[config.mk]
export PLATFORM = sky130hd
export DESIGN_NAME = crtp_spline
export DESIGN_NICKNAME = d
export VERILOG_FILES = /design/src/hw/rtl/catmull_rom_trail_points_top_assert.svh /design/src/hw/rtl/crtp_pkg.sv /design/src/hw/rtl/crtp_spline.sv
export SDC_FILE = /design/constraint.sdc
export NUM_CORES = 2
export LEC_CHECK = 0
export BUFFER_PORTS_ARGS = -buffer_cell sky130_fd_sc_hd__buf_2
export CAP_MARGIN = 40
export CORE_MARGIN = 5
export CORE_UTILIZATION = 45
export DETAILED_ROUTE_END_ITERATION = 12
export PLACE_DENSITY = 0.75
export SYNTH_ARGS = -nofsm -noshare
export SYNTH_HDL_FRONTEND = slang
export SYNTH_SLANG_ARGS = --single-unit
[constraint.sdc]
create_clock -name clk -period 8.92 [get_ports clk]
set_input_delay 0.892 -clock clk [delete_from_list [all_inputs] [get_ports clk]]
set_output_delay 0.892 -clock clk [all_outputs]
set_load 0.01 [all_outputs]
[src/hw/rtl/catmull_rom_trail_points_top_assert.svh]
// Assertion macros for the trail point generator; clk and rst come from the using scope.
`ifndef CATMULL_ROM_TRAIL_POINTS_TOP_ASSERT_SVH
`define CATMULL_ROM_TRAIL_POINTS_TOP_ASSERT_SVH

// same-cycle implication
`define CRTP_ASSERT_IMP(lbl, ant, con) \
  lbl: assert property (@(posedge clk) disable iff (rst) (ant) |-> (con)) \
    else $error("crtp assertion failed");

// next-cycle implication
`define CRTP_ASSERT_NXT(lbl, ant, con) \
  lbl: assert property (@(posedge clk) disable iff (rst) (ant) |=> (con)) \
    else $error("crtp assertion failed");

`endif

[src/hw/rtl/crtp_pkg.sv]
// Shared types and constants of the trail point generator.
package crtp_pkg;
  localparam int HISTORY_DEPTH_DEF = 64;
  localparam int MAX_POINTS_DEF    = 64;
  localparam int COORD_W   = 32;
  localparam int CFG_W     = 7;
  localparam int CFG_IDX_W = 2;
  localparam int IDX_W     = 6;
  localparam int FRAC_BITS = 16;
  localparam int FRAC_W    = 17;
  localparam int ACC_W     = 38;

  localparam logic [CFG_IDX_W-1:0] CFG_HISTORY_LENGTH = 2'd0;
  localparam logic [CFG_IDX_W-1:0] CFG_NUM_POINTS     = 2'd1;
  localparam logic [CFG_W-1:0] HIST_LEN_RST = 7'd16;
  localparam logic [CFG_W-1:0] NUM_PTS_RST  = 7'd32;
  localparam logic [FRAC_W-1:0] FRAC_ONE    = 17'h10000;

  typedef logic signed [COORD_W-1:0] coord_t;
  typedef struct packed {
    coord_t x;
    coord_t y;
    coord_t z;
  } vec_t;

  typedef enum logic [3:0] {
    S_IDLE, S_P0, S_DIV, S_STEP, S_SEG, S_READ, S_EVST, S_EVAL, S_EMIT
  } top_state_t;

  typedef enum logic [1:0] {
    SP_IDLE, SP_COEF, SP_MUL, SP_ADD
  } sp_state_t;
endpackage

[src/hw/rtl/crtp_spline.sv]
// Catmull-Rom evaluator: coefficients and Horner steps, one coordinate at a time.
module crtp_spline (
  input  logic                       clk,
  input  logic                       rst,
  input  logic                       start,
  input  crtp_pkg::vec_t             v [4],
  input  logic [crtp_pkg::FRAC_W-1:0] frac,
  output crtp_pkg::vec_t             res,
  output logic                       done
);
  import crtp_pkg::*;

  sp_state_t state, state_next;
  logic [1:0] c, k;
  logic signed [ACC_W-1:0] acc, acc_sum;
  logic signed [ACC_W-1:0] a [3];
  logic signed [ACC_W+FRAC_W:0] prod;
  logic signed [ACC_W-1:0] e [4];
  logic last_add;

  always_comb begin
    for (int j = 0; j < 4; j++) begin
      case (c)
        2'd0:    e[j] = ACC_W'(v[j].x);
        2'd1:    e[j] = ACC_W'(v[j].y);
        default: e[j] = ACC_W'(v[j].z);
      endcase
    end
  end

  assign acc_sum  = ACC_W'(prod >>> FRAC_BITS) + a[2'd2 - k];
  assign last_add = (state == SP_ADD) && (k == 2'd2);

  always_comb begin
    state_next = state;
    case (state)
      SP_IDLE: if (start) state_next = SP_COEF;
      SP_COEF: state_next = SP_MUL;
      SP_MUL:  state_next = SP_ADD;
      SP_ADD:  begin
        if (!last_add) state_next = SP_MUL;
        else if (c == 2'd2) state_next = SP_IDLE;
        else state_next = SP_COEF;
      end
      default: state_next = SP_IDLE;
    endcase
  end

  always_ff @(posedge clk) begin
    if (rst) begin
      state <= SP_IDLE;
      done  <= 1'b0;
      c     <= '0;
      k     <= '0;
    end else begin
      state <= state_next;
      done  <= last_add && (c == 2'd2);
      if (state == SP_IDLE) c <= '0;
      else if (last_add) c <= c + 1'b1;
      if (state == SP_COEF) k <= '0;
      else if (state == SP_ADD) k <= k + 1'b1;
    end
  end

  // a3 goes straight into the accumulator
  always_ff @(posedge clk) begin
    case (state)
      SP_COEF: begin
        a[0] <= e[1] <<< 1;
        a[1] <= e[2] - e[0];
        a[2] <= (e[0] <<< 1) - (e[1] <<< 2) - e[1] + (e[2] <<< 2) - e[3];
        acc  <= e[1] + (e[1] <<< 1) - e[0] - e[2] - (e[2] <<< 1) + e[3];
      end
      SP_MUL: prod <= acc * $signed({1'b0, frac});
      SP_ADD: begin
        acc <= acc_sum;
        if (last_add) begin
          case (c)
            2'd0:    res.x <= COORD_W'(acc_sum >>> 1);
            2'd1:    res.y <= COORD_W'(acc_sum >>> 1);
            default: res.z <= COORD_W'(acc_sum >>> 1);
          endcase
        end
      end
      default: ;
    endcase
  end
endmodule

==> results.md <==
* Status: finished clean
* Setup bufs post-CTS at 0
* Mapped Cells at 4,760
* Largest net degree at the start of global routing at 131
* Worst slack, placed at 1070 ps
* Layout overhead on the synthesized area at 11.4%
* Synthesized area at 0.0459 mm²
* Most common library cells after synthesis: inv_1, fa_1, nand2_1, ha_1, edfxtp_1
* CP max FO at 17
* Crit path cell chain: nand2_1 -> fa_1 -> inv_1 -> fa_1 -> fa_1 -> fa_1 -> fa_1 -> inv_1 -> fa_1 -> inv_1 -> ha_1 -> a21o_1 -> a21oi_1 -> o21ai_0 -> a21oi_1 -> a211o_1 -> a2111oi_0 -> o41a_1 -> a221o_1 -> a21bo_2 -> a22oi_1
* Most common cell in the synthesized netlist: inv_1
* Worst Path Required at 9350 ps
* Setup WS post-layout at 1500 ps
* Max Cap Viol at 0
* Unrepaired setup endpoints after global routing: false
* Clock transition at path regs at 70 ps
* Pins Over Slew Limit at 0
* Ranking of synthesized cells by area: fa_1, edfxtp_1, inv_1, ha_1, nand2_1
* R2R depth at 21
* Vias in the first global route at 37.6k
* Asr flop ratio synth at 0%
* Placed cell areas at 0.0502 mm²
* Most Frequent Cell on Critical Path: fa_1
* Final Hold Fails at 0
* Antenna violations before repair at 7
* Clk root buf: clkbuf_16
* CP Launch Type: flop
* Final Cycle Share at 83.1%
* Critical path arrival at 7840 ps
* Post-cts resize count at 0
* All-Layer GR Usage at 25.8%
* Skew-Pair Late Insertion Delay at 600 ps
* Slew margin rel. at 36.2%
* GR Overflow Total at 0
* Starting Density at 45.2%
* Slowest CP cell: edfxtp_1
* Sequential cell area at 0.00855 mm²
* Setup TNS at 0 ps
* Register bit total from synthesis at 287
* Critical Path Sink Type: flop
* CORE AREA at 0.102 mm²
* Final setup skew at 20.3 ps
* Nets at 6,695
* Via count at 35.2k
* Clock period minus worst slack at 7420 ps
* Final-layout fill cell count at 9,305
* Gpl congestion at 0.955
* Max Clk Rate at 135 MHz
* Synth Area per Inst at 9.65 µm²
* CTS Sinks at 287
* Slew of the pin with the lowest slew margin at 957 ps
* Synth unique cells at 82
* CTS tree: yes
* Register area share after synthesis at 18.6%
* Routed Antenna Nets at 0
* Ports at 501
* DRC violations left at 0
* Post-DP HPWL at 114,000 µm
* Clock Path Buffers at 3
* CP Class: reg2reg
* Synth top area share at 36.0%
* Die span in x at 330 µm
* DR pass1 iterations at 6
* Hold Buf Count CTS at 0
* CP max stage delay at 970 ps
* WL/cell at 21.3 µm
* Die area at 0.109 mm²
* Number of synthesized flops with an enable pin at 280
* Setup Viol. Count Final at 0
* Final Cell Area at 0.0512 mm²
* Synth area leader: fa_1
* Chip height at 330 µm
* Port Buffers at 500
* Hold Path Depth at 2
* Syn Nets at 6,277
* Multi-input gate area at 0.0325 mm²
* Worst hold margin at 533 ps
* Layout cells sized above 1 at 12.6%
* Worst Hold Class: reg2reg
* H-tree depth at 1
* Starting DRT DRC Count at 2,963
* Top FF cell, synth: edfxtp_1
* Total wire length at 140,000 µm
* First-pass GRT wire length at 216,000 µm
* CTS Buf Count at 31
* Synth warn at 0
* Via density per instance at 5.36
* Rows at 117
[registers in the layout, summed over array words and instances (netlist names)]
name   cells
a        108
acc       38
c          2
done       1
k          2
prod      38
res       96
state      2
[logic make-up (layout without fill, tap and decap cells)]
kind of cell / count (synthesis) / count (layout) / share of synthesized area [%]
DFF: 287 / 287 / 18.6
xor gates and xnor gates: 172 / 172 / 3.28
buffers and inverters: 1310 / 1753 / 10.7
adders and majority gates: 1113 / 1113 / 43.8
and+or+nand+nor: 1051 / 1051 / 10.9
muxes: 42 / 42 / 0.934
AOI/OAI and AO/OA: 785 / 785 / 11.8
other: 0 / 5 / 0
[path summary, 6_finish.rpt]
check                           startpoint  endpoint  slack, ps
worst min-delay path                  k[1]      k[1]        530
worst max register to register      acc[8]  prod[39]       1500
worst min register to register        k[1]      k[1]        530
worst max-delay path                acc[8]  prod[39]       1500
[routing by layer]
layer | up-vias | share of wire, % | global-route usage [%]
met3 | 298 | 8.5 | 4.31
met1 | 17514 | 37 | 32.3
met5 | - | 0.018 | 0
met4 | 4 | 4.5 | 9.50
met2 | 1719 | 50 | 45.0
li1 | 15705 | - | -
[critical path: cells and delay by family, from the launching register on]
kind	cells	cell delay, ps
adders and majority gates	7	3380
AOI/OAI and AO/OA	10	2530
DFF	1	970
and+or+nand+nor	1	210
buffers and inverters	3	150
[cell type report]
type	count	area share, %
Antenna cell	5	0.0244
Multi-Input combinational cell	3163	63.6
Clock inverter	27	0.391
Sequential cell	287	16.7
Clock buffer	31	1.52
Timing Repair Buffer	566	6.18
Tap cell	1368	3.34
Inverter	1129	8.28
[metrics by stage]
stage | instances | util, %
after floorplan | 4760 | -
after global placement | 6490 | 49.1
after detailed placement | 6512 | 49.4
after CTS | 6570 | 50.3
after global routing | 6574 | 50.4
final | 6576 | 50.4
[cells in the final DEF (no fill, tap or decap), types with 12 or more instances in the layout]
cell / count
xor2_1: 60
a21o_1: 154
inv_1: 1129
o21a_1: 29
fa_1: 826
ha_1: 284
o21bai_1: 33
mux2i_1: 35
and3_1: 19
nor2_1: 106
buf_2: 500
a21oi_1: 206
edfxtp_1: 280
nand3_1: 23
o21ai_0: 107
and2_1: 272
buf_4: 52
nor2b_1: 20
clkbuf_16: 31
nand2_1: 514
a31oi_1: 21
nor3_1: 25
a22o_1: 124
nand2b_1: 19
a211oi_1: 12
nand4_1: 12
xnor2_1: 112
Power is not shown: default switching activity piles up to over one toggle a cycle in this logic, so the estimate is an artifact.
