--- config.mk ---
export PLATFORM = sky130hd
export DESIGN_NAME = crtp_div
export DESIGN_NICKNAME = d
export VERILOG_FILES = /design/src/hw/rtl/catmull_rom_trail_points_top_assert.svh /design/src/hw/rtl/crtp_div.sv
export SDC_FILE = /design/constraint.sdc
export NUM_CORES = 1
export LEC_CHECK = 0
export BUFFER_PORTS_ARGS = -buffer_cell sky130_fd_sc_hd__clkbuf_2
export CAP_MARGIN = 20
export CORE_ASPECT_RATIO = 1.75
export CORE_MARGIN = 4
export CORE_UTILIZATION = 40
export CTS_CLUSTER_SIZE = 10
export DETAILED_ROUTE_END_ITERATION = 16
export PLACE_DENSITY = 0.72
export SYNTH_ARGS = -nofsm -noshare
export SYNTH_HDL_FRONTEND = slang
export SYNTH_SLANG_ARGS = --single-unit
export TNS_END_PERCENT = 1
--- constraint.sdc ---
create_clock -name clk -period 2.4 [get_ports clk]
set_input_delay 0.6 -clock clk [delete_from_list [all_inputs] [get_ports clk]]
set_output_delay 0.6 -clock clk [all_outputs]
set_load 0.005 [all_outputs]
--- src/hw/rtl/catmull_rom_trail_points_top_assert.svh ---
// Assertion macros for the trail point generator; clk and rst come from the using scope.
`ifndef CATMULL_ROM_TRAIL_POINTS_TOP_ASSERT_SVH
`define CATMULL_ROM_TRAIL_POINTS_TOP_ASSERT_SVH

// same-cycle implication
`define CRTP_ASSERT_IMP(lbl, ant, con) \
  lbl: assert property (@(posedge clk) disable iff (rst) (ant) |-> (con)) \
    else $error("crtp assertion failed");

// next-cycle implication
`define CRTP_ASSERT_NXT(lbl, ant, con) \
  lbl: assert property (@(posedge clk) disable iff (rst) (ant) |=> (con)) \
    else $error("crtp assertion failed");

`endif

--- src/hw/rtl/crtp_div.sv ---
// Bit-serial restoring divider, one quotient bit per cycle.
module crtp_div #(
  parameter int NW = 23,
  parameter int DW = 7
) (
  input  logic          clk,
  input  logic          rst,
  input  logic          start,
  input  logic [NW-1:0] dividend,
  input  logic [DW-1:0] divisor,
  output logic [NW-1:0] quo,
  output logic [DW-1:0] rem,
  output logic          done
);
  localparam int CNT_W = $clog2(NW + 1);

  logic          busy;
  logic [CNT_W-1:0] cnt;
  logic [DW-1:0] dsr;
  logic [DW:0]   sh;
  logic          ge;

  assign sh = {rem, quo[NW-1]};
  assign ge = sh >= {1'b0, dsr};

  always_ff @(posedge clk) begin
    if (rst) begin
      busy <= 1'b0;
      done <= 1'b0;
      cnt  <= '0;
    end else begin
      done <= 1'b0;
      if (start) begin
        busy <= 1'b1;
        cnt  <= CNT_W'(NW);
      end else if (busy) begin
        cnt <= cnt - 1'b1;
        if (cnt == CNT_W'(1)) begin
          busy <= 1'b0;
          done <= 1'b1;
        end
      end
    end
  end

  // dividend shifts out of quo while quotient bits shift in
  always_ff @(posedge clk) begin
    if (start) begin
      quo <= dividend;
      rem <= '0;
      dsr <= divisor;
    end else if (busy) begin
      quo <= {quo[NW-2:0], ge};
      rem <= ge ? DW'(sh - {1'b0, dsr}) : DW'(sh);
    end
  end
endmodule

==> run_summary.xml, run 1 <==
<?xml version="1.0" encoding="UTF-8"?>
<metrics>
  <group name="status">
    <metric name="status" unit="">complete, no violations</metric>
  </group>
  <group name="synthesis">
    <metric name="synth_edf_count" unit="">30</metric>
    <metric name="synth_area" unit="mm2">0.002192</metric>
    <metric name="yosysSeqAreaShare" unit="%">53.88</metric>
    <metric name="synth_area_per_cell" unit="um2">11.98</metric>
    <metric name="synth_cells" unit="">183</metric>
    <metric name="synthesis.nets" unit="">226</metric>
    <metric name="yosys_warnings" unit="">0</metric>
    <metric name="synth_seq_cells" unit="">44</metric>
    <metric name="ys_types" unit="">40</metric>
    <metric name="most_used_flip_flop_cell_after_synthesis" unit="">sky130_fd_sc_hd__edfxtp_1</metric>
    <metric name="async_reset_ff_share" unit="%">0</metric>
  </group>
  <group name="timing">
    <metric name="final_worst_path_cycle_share" unit="%">90.54</metric>
    <metric name="max_freq" unit="MHz">460.2</metric>
    <metric name="max_slew.worst_pin.slew" unit="ns">0.5887</metric>
    <metric name="timing.setup.tns" unit="ns">0</metric>
    <metric name="finalHoldViolations" unit="">0</metric>
    <metric name="final.min_clock_period" unit="ns">2.173</metric>
    <metric name="timing.slew.headroom" unit="%">60.67</metric>
    <metric name="hold-worst-slack" unit="ns">0.4781</metric>
    <metric name="final-max-slew-violation-count" unit="">0</metric>
    <metric name="postLayoutSetupSlackWorst" unit="ns">0.2271</metric>
    <metric name="rsz0062_at_grt" unit="">no</metric>
    <metric name="finClkSkew" unit="ns">0.003491</metric>
    <metric name="setup_viol" unit="">0</metric>
  </group>
  <group name="route">
    <metric name="drt_pass1_iterations" unit="">4</metric>
    <metric name="routed_via_density" unit="">4.914</metric>
    <metric name="route.met2.wl" unit="um">2522</metric>
    <metric name="total_routed_length" unit="um">4517</metric>
    <metric name="via_count" unit="">1597</metric>
    <metric name="detailedRoute.firstIterationViolations" unit="">25</metric>
    <metric name="m1WireLength" unit="um">1703</metric>
    <metric name="antenna_left" unit="">0</metric>
    <metric name="remaining_drc_errors" unit="">0</metric>
    <metric name="highest_metal_layer_with_signal_wires" unit="">met4</metric>
    <metric name="met3WireLength" unit="um">217</metric>
    <metric name="drt-wirelength-per-cell" unit="um">13.90</metric>
  </group>
  <group name="global_routing">
    <metric name="grt_first_pass_wirelength" unit="um">7693</metric>
    <metric name="grtUsageTotal" unit="%">14.37</metric>
    <metric name="antenna_found_initial" unit="">0</metric>
    <metric name="grt_overflow" unit="">0</metric>
    <metric name="grt_pass1_vias" unit="">1638</metric>
    <metric name="grt_start_max_net_pins" unit="">25</metric>
  </group>
  <group name="setup_path">
    <metric name="path_max_fanout" unit="">7</metric>
    <metric name="cp_num_buf_inv" unit="">2</metric>
    <metric name="critPathLaunchType" unit="">flop</metric>
    <metric name="path_delay_family" unit="">adder cells</metric>
    <metric name="cp-startpoint" unit="">quo[22]$_DFFE_PP_</metric>
    <metric name="endpoint_kind" unit="">flop</metric>
    <metric name="regToRegStartpoint" unit="">quo[22]$_DFFE_PP_</metric>
    <metric name="timing.critical_path.arrival" unit="ns">2.36</metric>
    <metric name="timing.critical_path.cells" unit="">inv_1 -&gt; ha_1 -&gt; fa_1 -&gt; nor2b_1 -&gt; o22ai_2 -&gt; a31oi_4 -&gt; buf_4 -&gt; nor3_1 -&gt; a221o_1</metric>
    <metric name="crit_path_max_incr_delay" unit="ns">0.38</metric>
    <metric name="crit_required" unit="ns">2.59</metric>
    <metric name="timing.setup.critical_path_class" unit="">flop to flop</metric>
    <metric name="cp_slowest_cell" unit="">sky130_fd_sc_hd__edfxtp_1</metric>
  </group>
  <group name="run">
    <metric name="drv.max_cap_violation_count" unit="">0</metric>
  </group>
  <group name="cells_and_area">
    <metric name="layout_cells_sized_above_1" unit="%">41.43</metric>
    <metric name="antenna_cells" unit="">0</metric>
    <metric name="final_nets" unit="">293</metric>
    <metric name="fillCellCount" unit="">485</metric>
    <metric name="area_growth" unit="%">23.46</metric>
    <metric name="final_util" unit="%">51.07</metric>
  </group>
  <group name="power_and_ir_drop">
    <metric name="p_switching" unit="mW">0.4230</metric>
    <metric name="seq_power_share" unit="%">52.6</metric>
    <metric name="power.switching_fraction" unit="%">24.04</metric>
    <metric name="leakagePower" unit="nW">1.161</metric>
    <metric name="clockPowerShare" unit="%">31.6</metric>
    <metric name="combPwrFrac" unit="%">15.7</metric>
    <metric name="power-per-cell-area" unit="mW/mm2">650.2</metric>
    <metric name="worst_ir_drop_vdd" unit="mV">0.4566</metric>
    <metric name="intPower" unit="mW">1.337</metric>
  </group>
  <group name="cts">
    <metric name="h-tree-depth" unit="">2</metric>
    <metric name="numClockSinks" unit="">44</metric>
    <metric name="cts.root.buffer_cell" unit="">sky130_fd_sc_hd__clkbuf_8</metric>
    <metric name="cts.reportedPaths.clkPinSlew" unit="ns">0.08</metric>
    <metric name="cts-buffers-inserted" unit="">5</metric>
    <metric name="tritoncts" unit="">built</metric>
    <metric name="buffer_depth_of_the_longest_clock_path" unit="">2</metric>
    <metric name="post-cts-setup-buffers" unit="">0</metric>
    <metric name="clk_latency" unit="ns">0.29</metric>
  </group>
  <group name="die">
    <metric name="die_y" unit="um">105.9</metric>
    <metric name="die_w" unit="um">63.96</metric>
    <metric name="ioPinCount" unit="">64</metric>
    <metric name="core_area" unit="mm2">0.005299</metric>
    <metric name="die_footprint" unit="mm2">0.006775</metric>
    <metric name="rows" unit="">35</metric>
    <metric name="starting_density_of_the_core" unit="%">41.37</metric>
  </group>
  <group name="hold_path">
    <metric name="holdCritPathClass" unit="">input port to flop</metric>
    <metric name="hold_path_startpoint" unit="">divisor[2]</metric>
  </group>
  <group name="place">
    <metric name="detailed_place_hpwl" unit="um">3481</metric>
    <metric name="finalWeightedCongestion" unit="">0.7636</metric>
    <metric name="pre_cts_ws" unit="ns">0.1969</metric>
    <metric name="numPortBuffers" unit="">63</metric>
  </group>
</metrics>
==> cells by family after synthesis <==
group / after synthesis / synth area share [%]
buffers and inverters: 20 / 3.767
XOR/XNOR: 5 / 1.998
multiplexers: 25 / 12.73
AO/OA/AOI/OAI: 27 / 9.875
AND/OR/NAND/NOR: 52 / 11.70
flip-flops: 44 / 53.88
adder cells (fa/ha/maj): 10 / 6.050
==> routing by layer <==
| layer | global-route usage, % | up-vias |
|---|---|---|
| met5 | 0 | - |
| met2 | 25.76 | 37 |
| li1 | - | 799 |
| met1 | 15.83 | 754 |
| met3 | 3.700 | 7 |
| met4 | 5.564 | 0 |
==> synth_stat cells (3+ instances only) <==
library cell               count  area [um2]
sky130_fd_sc_hd__ha_1          9       112.6
sky130_fd_sc_hd__buf_1         3       11.26
sky130_fd_sc_hd__xor2_1        3       26.28
sky130_fd_sc_hd__nor2b_1       3       18.77
sky130_fd_sc_hd__nor3_1        5       25.02
sky130_fd_sc_hd__o21ai_0       3       15.01
sky130_fd_sc_hd__edfxtp_1     30       900.9
sky130_fd_sc_hd__dfxtp_1      14       280.3
sky130_fd_sc_hd__o211ai_1      5       37.54
sky130_fd_sc_hd__nand2_1      14       52.55
sky130_fd_sc_hd__nand2b_1      4       25.02
sky130_fd_sc_hd__inv_1        13       48.80
sky130_fd_sc_hd__clkbuf_1      3       11.26
sky130_fd_sc_hd__mux2_2       23       259.0
sky130_fd_sc_hd__o221ai_1      3       26.28
sky130_fd_sc_hd__a21oi_1       5       25.02
sky130_fd_sc_hd__nor2_1       16       60.06
==> placed cells by master (no fill, tap or decap), drive strengths merged, types with 2 or more instances in the layout <==
cell,netlist,final
clkbuf,3,69
or2,3,3
nor3,5,5
mux2i,2,2
ha,9,9
nand2b,4,4
nor2,16,16
nand2,14,14
mux2,23,23
o311ai,2,2
o221ai,3,3
buf,4,4
a31oi,2,2
nor2b,3,3
inv,13,13
xor2,3,3
xnor2,2,2
o211ai,5,5
o21ai,4,4
a21oi,5,5
dfxtp,14,14
edfxtp,30,30
nor4b,2,2
==> sequential cells by signal, summed over array words and instances (netlist names) <==
signal	count
rem	7
quo	23
cnt	5
busy	1
dsr	7
done	1
==> final cells by class <==
class	count	area, um2	share of cell area, %
timing repair buffer	67	345.3	12.76
tap	74	92.59	3.421
inverter	13	48.80	1.803
multi-input combinational	119	930.9	34.40
clock buffer	6	72.57	2.681
sequential	44	1181	43.64
clock inverter	2	35.03	1.294
==> power by group through the flow <==
stage / registers [mW] / logic [mW] / clock network, mW
finish: 0.926 / 0.277 / 0.557
global route: 0.937 / 0.315 / 0.610
CTS: 0.927 / 0.281 / 0.578
detailed placement: 0.943 / 0.280 / 0
global placement: 0.942 / 0.275 / 0
floorplan: 0.938 / 0.167 / 0
==> through the flow <==
stage | instances | area [um2] | power (mW)
floorplan | 183 | 2192 | 1.105
global placement | 317 | 2596 | 1.218
detailed placement | 317 | 2596 | 1.223
CTS | 325 | 2704 | 1.785
global route | 325 | 2706 | 1.861
finish | 325 | 2706 | 1.760
==> worst paths after layout <==
kind	slack, ns	cells past startpoint	to
worst min register to register	0.51	2	rem[6]$_SDFFE_PP0P_
worst min-delay path	0.48	1	dsr[2]$_DFFE_PP_
worst max-delay path	0.23	9	rem[2]$_SDFFE_PP0P_
worst max register to register	0.23	9	rem[2]$_SDFFE_PP0P_
==> worst reg2reg max path: stages, from the launching register on <==
cell,delay (ns)
sky130_fd_sc_hd__edfxtp_1,0.38
sky130_fd_sc_hd__inv_1,0.05
sky130_fd_sc_hd__ha_1,0.21
sky130_fd_sc_hd__fa_1,0.38
sky130_fd_sc_hd__nor2b_1,0.25
sky130_fd_sc_hd__o22ai_2,0.15
sky130_fd_sc_hd__a31oi_4,0.16
sky130_fd_sc_hd__buf_4,0.18
sky130_fd_sc_hd__nor3_1,0.06
sky130_fd_sc_hd__a221o_1,0.25
==> what timing repair did <==
item / in CTS / in global routing
endpoints found under the hold margin: 0 / 0
setup endpoints to repair: 0 / 1
hold buffers: 0 / 0
resized for setup: 0 / 1
Power figures use the tool's default switching activity.
==> run 2, diff against run 1 <==
--- a/config.mk
+++ b/config.mk
@@ -5,6 +5,7 @@
 export SDC_FILE = /design/constraint.sdc
 export NUM_CORES = 1
 export LEC_CHECK = 0
+export ABC_AREA = 1
 export BUFFER_PORTS_ARGS = -buffer_cell sky130_fd_sc_hd__clkbuf_2
 export CAP_MARGIN = 20
 export CORE_ASPECT_RATIO = 1.75
@@ -12,7 +13,7 @@
 export CORE_UTILIZATION = 40
 export CTS_CLUSTER_SIZE = 10
 export DETAILED_ROUTE_END_ITERATION = 16
-export PLACE_DENSITY = 0.72
+export PLACE_DENSITY = 0.62
 export SYNTH_ARGS = -nofsm -noshare
 export SYNTH_HDL_FRONTEND = slang
 export SYNTH_SLANG_ARGS = --single-unit
==> run_summary.xml, run 2 <==
<?xml version="1.0" encoding="UTF-8"?>
<metrics>
  <group name="route">
    <metric name="detailedRoute.firstIterationViolations" unit="">96</metric>
    <metric name="via_count" unit="">1919</metric>
    <metric name="remaining_drc_errors" unit="">0</metric>
    <metric name="highest_metal_layer_with_signal_wires" unit="">met4</metric>
    <metric name="m1WireLength" unit="um">1866</metric>
    <metric name="route.met2.wl" unit="um">2825</metric>
    <metric name="met3WireLength" unit="um">285</metric>
    <metric name="drt-wirelength-per-cell" unit="um">12.57</metric>
    <metric name="routed_via_density" unit="">4.692</metric>
    <metric name="drt_pass1_iterations" unit="">4</metric>
    <metric name="antenna_left" unit="">0</metric>
    <metric name="total_routed_length" unit="um">5141</metric>
  </group>
  <group name="die">
    <metric name="starting_density_of_the_core" unit="%">40.74</metric>
    <metric name="rows" unit="">36</metric>
    <metric name="die_y" unit="um">107.4</metric>
    <metric name="die_footprint" unit="mm2">0.006956</metric>
    <metric name="core_area" unit="mm2">0.005540</metric>
    <metric name="ioPinCount" unit="">64</metric>
    <metric name="die_w" unit="um">64.79</metric>
  </group>
  <group name="synthesis">
    <metric name="yosys_warnings" unit="">0</metric>
    <metric name="synth_adder_area_share" unit="%">5.876</metric>
    <metric name="multiplexer_area_fraction_after_synthesis" unit="%">0</metric>
    <metric name="synth_area_per_cell" unit="um2">8.582</metric>
    <metric name="synth_compound_gate_area_share" unit="%">3.603</metric>
    <metric name="ys_types" unit="">30</metric>
    <metric name="synth_area" unit="mm2">0.002257</metric>
    <metric name="most_used_flip_flop_cell_after_synthesis" unit="">sky130_fd_sc_hd__edfxtp_1</metric>
    <metric name="post_synth_and_or_nand_nor_area_fraction" unit="%">30.38</metric>
    <metric name="ys_top_cells_by_count" unit="">113 x sky130_fd_sc_hd__nand2_1, 31 x sky130_fd_sc_hd__inv_1, 30 x sky130_fd_sc_hd__edfxtp_1</metric>
    <metric name="async_reset_ff_share" unit="%">0</metric>
    <metric name="portion_of_synthesized_cell_area_occupied_by_the_leading_cell_type" unit="%">39.91</metric>
    <metric name="combinational_family_with_the_most_area_after_synthesis" unit="">simple AND/OR/NAND/NOR gates</metric>
    <metric name="post-synth-top-count-cell" unit="">sky130_fd_sc_hd__nand2_1</metric>
    <metric name="synth_area_leader_cell" unit="">sky130_fd_sc_hd__edfxtp_1</metric>
    <metric name="synth.top_cells.by_area" unit="">sky130_fd_sc_hd__edfxtp_1 40%, sky130_fd_sc_hd__nand2_1 19%, sky130_fd_sc_hd__dfxtp_1 12%, sky130_fd_sc_hd__inv_1 5.2%, sky130_fd_sc_hd__ha_1 5.0%</metric>
    <metric name="synth_seq_cells" unit="">44</metric>
    <metric name="yosysSeqAreaShare" unit="%">52.33</metric>
    <metric name="synth_edf_count" unit="">30</metric>
    <metric name="synth_cells" unit="">263</metric>
    <metric name="synthesis.nets" unit="">306</metric>
    <metric name="synth_xor_area_share" unit="%">1.164</metric>
  </group>
  <group name="power_and_ir_drop">
    <metric name="intPower" unit="mW">1.332</metric>
    <metric name="power.switching_fraction" unit="%">26.58</metric>
    <metric name="power-per-cell-area" unit="mW/mm2">652.0</metric>
    <metric name="seq_power_share" unit="%">51.2</metric>
    <metric name="p_switching" unit="mW">0.4822</metric>
    <metric name="leakagePower" unit="nW">1.448</metric>
    <metric name="worst_ir_drop_vdd" unit="mV">0.4416</metric>
    <metric name="clockPowerShare" unit="%">31.1</metric>
    <metric name="combPwrFrac" unit="%">17.7</metric>
  </group>
  <group name="cells_and_area">
    <metric name="largest_register_ffs" unit="">23</metric>
    <metric name="fin_area" unit="mm2">0.002783</metric>
    <metric name="most-common-layout-cells" unit="">113 x sky130_fd_sc_hd__nand2_1, 63 x sky130_fd_sc_hd__clkbuf_2, 31 x sky130_fd_sc_hd__inv_1</metric>
    <metric name="final_common_cell" unit="">sky130_fd_sc_hd__nand2_1</metric>
    <metric name="largest-register" unit="">quo</metric>
    <metric name="area_growth" unit="%">23.28</metric>
    <metric name="top_regs" unit="">quo: 23 flops, dsr: 7 flops, rem: 7 flops</metric>
    <metric name="layout_cells_sized_above_1" unit="%">25.83</metric>
    <metric name="final_util" unit="%">50.23</metric>
    <metric name="final_nets" unit="">375</metric>
    <metric name="antenna_cells" unit="">0</metric>
    <metric name="final-instance-count-excl-fill" unit="">409</metric>
  </group>
  <group name="cts">
    <metric name="cts.root.buffer_cell" unit="">sky130_fd_sc_hd__clkbuf_8</metric>
    <metric name="post-cts-setup-buffers" unit="">0</metric>
    <metric name="cts.reportedPaths.clkPinSlew" unit="ns">0.08</metric>
    <metric name="cts-resized-gates" unit="">0</metric>
    <metric name="clk_latency" unit="ns">0.30</metric>
    <metric name="buffer_depth_of_the_longest_clock_path" unit="">2</metric>
    <metric name="cts-buffers-inserted" unit="">5</metric>
    <metric name="h-tree-depth" unit="">2</metric>
    <metric name="numClockSinks" unit="">44</metric>
    <metric name="hold_buffers" unit="">0</metric>
    <metric name="tritoncts" unit="">built</metric>
  </group>
  <group name="setup_path">
    <metric name="timing.critical_path.arrival" unit="ns">2.02</metric>
    <metric name="crit_required" unit="ns">2.55</metric>
    <metric name="timing.critical_path.cells" unit="">inv_1 -&gt; ha_1 -&gt; fa_1 -&gt; inv_1 -&gt; nand2_1 -&gt; nand2_1 -&gt; nand2_1 -&gt; nand2_1 -&gt; nand2_2 -&gt; a31oi_1</metric>
    <metric name="path_delay_family" unit="">adder cells</metric>
    <metric name="path_max_fanout" unit="">8</metric>
    <metric name="timing.setup.critical_path_class" unit="">flop to flop</metric>
    <metric name="endpoint_kind" unit="">flop</metric>
    <metric name="cp_num_buf_inv" unit="">2</metric>
    <metric name="cp_slowest_cell" unit="">sky130_fd_sc_hd__fa_1</metric>
    <metric name="crit_path_max_incr_delay" unit="ns">0.42</metric>
    <metric name="critPathLaunchType" unit="">flop</metric>
    <metric name="crit_path_frequent_cell" unit="">sky130_fd_sc_hd__nand2_1</metric>
  </group>
  <group name="global_routing">
    <metric name="antenna_found_initial" unit="">0</metric>
    <metric name="grt_first_pass_wirelength" unit="um">8735</metric>
    <metric name="grtUsageTotal" unit="%">16.31</metric>
    <metric name="grt_start_max_net_pins" unit="">29</metric>
    <metric name="grt_overflow" unit="">0</metric>
    <metric name="grt_pass1_vias" unit="">1994</metric>
  </group>
  <group name="timing">
    <metric name="rsz0062_at_grt" unit="">no</metric>
    <metric name="finClkSkew" unit="ns">0.004018</metric>
    <metric name="setup_viol" unit="">0</metric>
    <metric name="timing.slew.headroom" unit="%">78.43</metric>
    <metric name="finalHoldViolations" unit="">0</metric>
    <metric name="max_slew.worst_pin.slew" unit="ns">0.3229</metric>
    <metric name="final.min_clock_period" unit="ns">1.877</metric>
    <metric name="final_worst_path_cycle_share" unit="%">78.22</metric>
    <metric name="max_freq" unit="MHz">532.7</metric>
    <metric name="timing.setup.tns" unit="ns">0</metric>
    <metric name="final-max-slew-violation-count" unit="">0</metric>
    <metric name="postLayoutSetupSlackWorst" unit="ns">0.5227</metric>
  </group>
  <group name="place">
    <metric name="placed_cell_areas" unit="mm2">0.002675</metric>
    <metric name="detailed_place_hpwl" unit="um">4088</metric>
    <metric name="finalWeightedCongestion" unit="">0.8773</metric>
    <metric name="numPortBuffers" unit="">63</metric>
    <metric name="dpl.cell_count" unit="">401</metric>
    <metric name="pre_cts_ws" unit="ns">0.5452</metric>
  </group>
  <group name="status">
    <metric name="status" unit="">complete, no violations</metric>
  </group>
  <group name="hold_path">
    <metric name="holdCritPathClass" unit="">input port to flop</metric>
  </group>
  <group name="run">
    <metric name="drv.max_cap_violation_count" unit="">0</metric>
  </group>
</metrics>
run 2: cell count changes in the layout (fill, tap and decap cells not counted), moves of 5 or more:
cell	delta
sky130_fd_sc_hd__mux2_2	-23
sky130_fd_sc_hd__nand2_1	+99
sky130_fd_sc_hd__nor2_1	-5
sky130_fd_sc_hd__inv_1	+18
sky130_fd_sc_hd__nand3_1	+15
sky130_fd_sc_hd__nand3b_1	+5
run 2: worst paths after layout:
path / start / end / slack, ns / cells after the start
worst min-delay path: divisor[1] / dsr[1]$_DFFE_PP_ / 0.47 / 1
worst max register to register: quo[22]$_DFFE_PP_ / quo[0]$_DFFE_PP_ / 0.52 / 10
worst min register to register: cnt[4]$_SDFFE_PP0P_ / cnt[4]$_SDFFE_PP0P_ / 0.49 / 2
worst max-delay path: quo[22]$_DFFE_PP_ / quo[0]$_DFFE_PP_ / 0.52 / 10
run 2: worst reg2reg max path: stages, from the launching register on:
cell	delay, ns
sky130_fd_sc_hd__edfxtp_1	0.35
sky130_fd_sc_hd__inv_1	0.06
sky130_fd_sc_hd__ha_1	0.22
sky130_fd_sc_hd__fa_1	0.42
sky130_fd_sc_hd__inv_1	0.10
sky130_fd_sc_hd__nand2_1	0.05
sky130_fd_sc_hd__nand2_1	0.08
sky130_fd_sc_hd__nand2_1	0.08
sky130_fd_sc_hd__nand2_1	0.08
sky130_fd_sc_hd__nand2_2	0.12
sky130_fd_sc_hd__a31oi_1	0.17
run 2: area by class of cell:
type / count / area (um2)
Fill cell: 580 / 2758
Inverter: 34 / 127.6
Multi-Input combinational cell: 180 / 925.9
Timing Repair Buffer: 67 / 345.3
Clock inverter: 2 / 35.03
Tap cell: 76 / 95.09
Sequential cell: 44 / 1181
Clock buffer: 6 / 72.57
run 2: layer usage:
metal  track usage, %  up-vias
met4            8.018        0
li1                 -      977
met1            16.04      872
met5                0        -
met2            30.04       56
met3            4.911       14
run 2: kinds of logic after synthesis:
group                      count (synthesis)
DFF                                       44
adders and majority gates                 10
AOI/OAI and AO/OA                         11
xor gates and xnor gates                   3
buffers and inverters                     39
and+or+nand+nor                          156
run 2: power by group through the flow:
stage	sequential (mW)	combinational (mW)	clock [mW]
2_1_floorplan	0.943	0.194	0
3_3_place_gp	0.948	0.321	0
3_5_place_dp	0.945	0.327	0
4_1_cts	0.931	0.328	0.584
5_1_grt	0.940	0.369	0.615
6_report	0.929	0.322	0.564
run 2: per-stage QoR:
stage | hold slack [ns] | total power [mW]
2_1_floorplan | 0.4476 | 1.137
3_3_place_gp | 0.4618 | 1.269
3_5_place_dp | 0.4813 | 1.273
4_1_cts | 0.4578 | 1.842
5_1_grt | 0.4486 | 1.923
6_report | 0.4695 | 1.814
==> run 3, diff against run 2 <==
==> constraint.sdc (replaced) <==
create_clock -name clk -period 2 [get_ports clk]
set_input_delay 0.5 -clock clk [delete_from_list [all_inputs] [get_ports clk]]
set_output_delay 0.5 -clock clk [all_outputs]
set_load 0.005 [all_outputs]
==> run_summary.xml, run 3 (same netlist as run 2, synthesis figures left out) <==
<?xml version="1.0" encoding="UTF-8"?>
<metrics>
  <group name="run">
    <metric name="drv.max_cap_violation_count" unit="">0</metric>
  </group>
  <group name="global_routing">
    <metric name="grt_pass1_vias" unit="">1897</metric>
    <metric name="grt_first_pass_wirelength" unit="um">8376</metric>
    <metric name="grt_overflow" unit="">0</metric>
    <metric name="grtUsageTotal" unit="%">15.55</metric>
    <metric name="grt_start_max_net_pins" unit="">30</metric>
    <metric name="antenna_found_initial" unit="">0</metric>
  </group>
  <group name="die">
    <metric name="starting_density_of_the_core" unit="%">40.74</metric>
    <metric name="core_area" unit="mm2">0.005540</metric>
    <metric name="die_y" unit="um">107.4</metric>
    <metric name="die_footprint" unit="mm2">0.006956</metric>
    <metric name="rows" unit="">36</metric>
    <metric name="ioPinCount" unit="">64</metric>
    <metric name="die_w" unit="um">64.79</metric>
  </group>
  <group name="place">
    <metric name="detailed_place_hpwl" unit="um">3851</metric>
    <metric name="pre_cts_ws" unit="ns">0.1857</metric>
    <metric name="numPortBuffers" unit="">63</metric>
    <metric name="finalWeightedCongestion" unit="">0.8340</metric>
  </group>
  <group name="route">
    <metric name="m1WireLength" unit="um">1922</metric>
    <metric name="via_count" unit="">1891</metric>
    <metric name="antenna_left" unit="">0</metric>
    <metric name="drt-wirelength-per-cell" unit="um">12.00</metric>
    <metric name="drt_pass1_iterations" unit="">4</metric>
    <metric name="route.met2.wl" unit="um">2598</metric>
    <metric name="remaining_drc_errors" unit="">0</metric>
    <metric name="routed_via_density" unit="">4.635</metric>
    <metric name="total_routed_length" unit="um">4895</metric>
    <metric name="highest_metal_layer_with_signal_wires" unit="">met4</metric>
    <metric name="detailedRoute.firstIterationViolations" unit="">64</metric>
    <metric name="met3WireLength" unit="um">250</metric>
  </group>
  <group name="power_and_ir_drop">
    <metric name="clockPowerShare" unit="%">28.1</metric>
    <metric name="power-per-cell-area" unit="mW/mm2">750.2</metric>
    <metric name="seq_power_share" unit="%">53.4</metric>
    <metric name="worst_ir_drop_vdd" unit="mV">0.4930</metric>
    <metric name="leakagePower" unit="nW">1.442</metric>
    <metric name="power.switching_fraction" unit="%">27.48</metric>
    <metric name="intPower" unit="mW">1.512</metric>
    <metric name="combPwrFrac" unit="%">18.5</metric>
    <metric name="p_switching" unit="mW">0.5729</metric>
  </group>
  <group name="cts">
    <metric name="buffer_depth_of_the_longest_clock_path" unit="">2</metric>
    <metric name="hold_buffers" unit="">0</metric>
    <metric name="numClockSinks" unit="">44</metric>
    <metric name="cts.reportedPaths.clkPinSlew" unit="ns">0.09</metric>
    <metric name="cts-buffers-inserted" unit="">5</metric>
    <metric name="cts.root.buffer_cell" unit="">sky130_fd_sc_hd__clkbuf_8</metric>
    <metric name="tritoncts" unit="">built</metric>
    <metric name="h-tree-depth" unit="">2</metric>
    <metric name="clk_latency" unit="ns">0.30</metric>
  </group>
  <group name="timing">
    <metric name="finClkSkew" unit="ns">0.01107</metric>
    <metric name="finalHoldViolations" unit="">0</metric>
    <metric name="timing.setup.tns" unit="ns">0</metric>
    <metric name="final_worst_path_cycle_share" unit="%">91.29</metric>
    <metric name="max_freq" unit="MHz">547.7</metric>
    <metric name="postLayoutSetupSlackWorst" unit="ns">0.1742</metric>
    <metric name="rsz0062_at_grt" unit="">no</metric>
    <metric name="timing.slew.headroom" unit="%">78.44</metric>
    <metric name="setup_viol" unit="">0</metric>
    <metric name="final-max-slew-violation-count" unit="">0</metric>
    <metric name="max_slew.worst_pin.slew" unit="ns">0.3226</metric>
    <metric name="final.min_clock_period" unit="ns">1.826</metric>
  </group>
  <group name="setup_path">
    <metric name="path_max_fanout" unit="">8</metric>
    <metric name="endpoint_kind" unit="">flop</metric>
    <metric name="critPathLaunchType" unit="">flop</metric>
    <metric name="timing.critical_path.arrival" unit="ns">2.06</metric>
    <metric name="ff2ff_path_depth" unit="">12</metric>
    <metric name="timing.setup.critical_path_class" unit="">flop to flop</metric>
    <metric name="crit_required" unit="ns">2.23</metric>
  </group>
  <group name="cells_and_area">
    <metric name="antenna_cells" unit="">0</metric>
    <metric name="largest_register_ffs" unit="">23</metric>
    <metric name="area_growth" unit="%">23.12</metric>
    <metric name="most-common-layout-cells" unit="">113 x sky130_fd_sc_hd__nand2_1, 63 x sky130_fd_sc_hd__clkbuf_2, 31 x sky130_fd_sc_hd__inv_1</metric>
    <metric name="final_nets" unit="">374</metric>
    <metric name="largest-register" unit="">quo</metric>
    <metric name="layout_cells_sized_above_1" unit="%">25.90</metric>
    <metric name="final_common_cell" unit="">sky130_fd_sc_hd__nand2_1</metric>
    <metric name="top_regs" unit="">quo: 23 flops, dsr: 7 flops, rem: 7 flops</metric>
  </group>
  <group name="status">
    <metric name="status" unit="">complete, no violations</metric>
  </group>
  <group name="hold_path">
    <metric name="whs_path_depth" unit="">1</metric>
    <metric name="holdCritPathClass" unit="">input port to flop</metric>
  </group>
</metrics>
-- run 3: worst paths after layout --
path                                     startpoint                  end  slack [ns]
worst max register to register    quo[22]$_DFFE_PP_  rem[0]$_SDFFE_PP0P_        0.17
worst min-delay path                     divisor[5]     dsr[5]$_DFFE_PP_        0.37
worst min register to register  cnt[4]$_SDFFE_PP0P_  cnt[4]$_SDFFE_PP0P_        0.49
worst max-delay path              quo[22]$_DFFE_PP_  rem[0]$_SDFFE_PP0P_        0.17
-- run 3: metal layers --
layer	GRT usage, %	vias up
met2	28.42	50
li1	-	977
met5	0	-
met1	16.51	852
met4	7.413	0
met3	3.239	12
-- run 3: worst max-delay path, stage by stage, from the launching register on --
cell	delay (ns)
sky130_fd_sc_hd__edfxtp_1	0.35
sky130_fd_sc_hd__inv_1	0.06
sky130_fd_sc_hd__ha_1	0.22
sky130_fd_sc_hd__fa_1	0.40
sky130_fd_sc_hd__inv_1	0.09
sky130_fd_sc_hd__nand2_1	0.05
sky130_fd_sc_hd__nand2_1	0.08
sky130_fd_sc_hd__nand2_1	0.07
sky130_fd_sc_hd__nand2_1	0.07
sky130_fd_sc_hd__nand2_2	0.12
sky130_fd_sc_hd__nand3_1	0.10
sky130_fd_sc_hd__nand3_1	0.10
sky130_fd_sc_hd__o21ai_2	0.06
-- run 3: power groups by stage --
stage / Clock [mW] / Combinational, mW / Sequential [mW]
floorplan: 0 / 0.233 / 1.13
global placement: 0 / 0.388 / 1.14
detailed placement: 0 / 0.390 / 1.13
CTS: 0.601 / 0.392 / 1.12
global route: 0.646 / 0.442 / 1.13
finish: 0.585 / 0.386 / 1.11
-- run 3: final cells by class --
| class | instances | area [um2] |
|---|---|---|
| Clock buffer | 7 | 86.33 |
| Timing Repair Buffer | 66 | 350.3 |
| Inverter | 34 | 127.6 |
| Sequential cell | 44 | 1181 |
| Clock inverter | 1 | 6.256 |
| Tap cell | 76 | 95.09 |
| Fill cell | 571 | 2761 |
| Multi-Input combinational cell | 180 | 932.1 |
-- run 3: repair_timing --
| action | 4_1_cts | 5_1_grt |
|---|---|---|
| setup buffers | 0 | 0 |
| resized for setup | 0 | 1 |
| setup endpoints to repair | 0 | 1 |
-- run 3: metrics by stage --
stage / total power, mW / cells / area (um2) / hold slack (ns) / util, %
after floorplan: 1.364 / 263 / 2257 / 0.4476 / -
after global routing: 2.213 / 408 / 2779 / 0.3577 / 50.16
after detailed placement: 1.524 / 400 / 2680 / 0.4817 / 48.37
final: 2.085 / 408 / 2779 / 0.3675 / 50.16
after global placement: 1.524 / 400 / 2680 / 0.4659 / 48.37
after CTS: 2.109 / 408 / 2773 / 0.3614 / 50.05
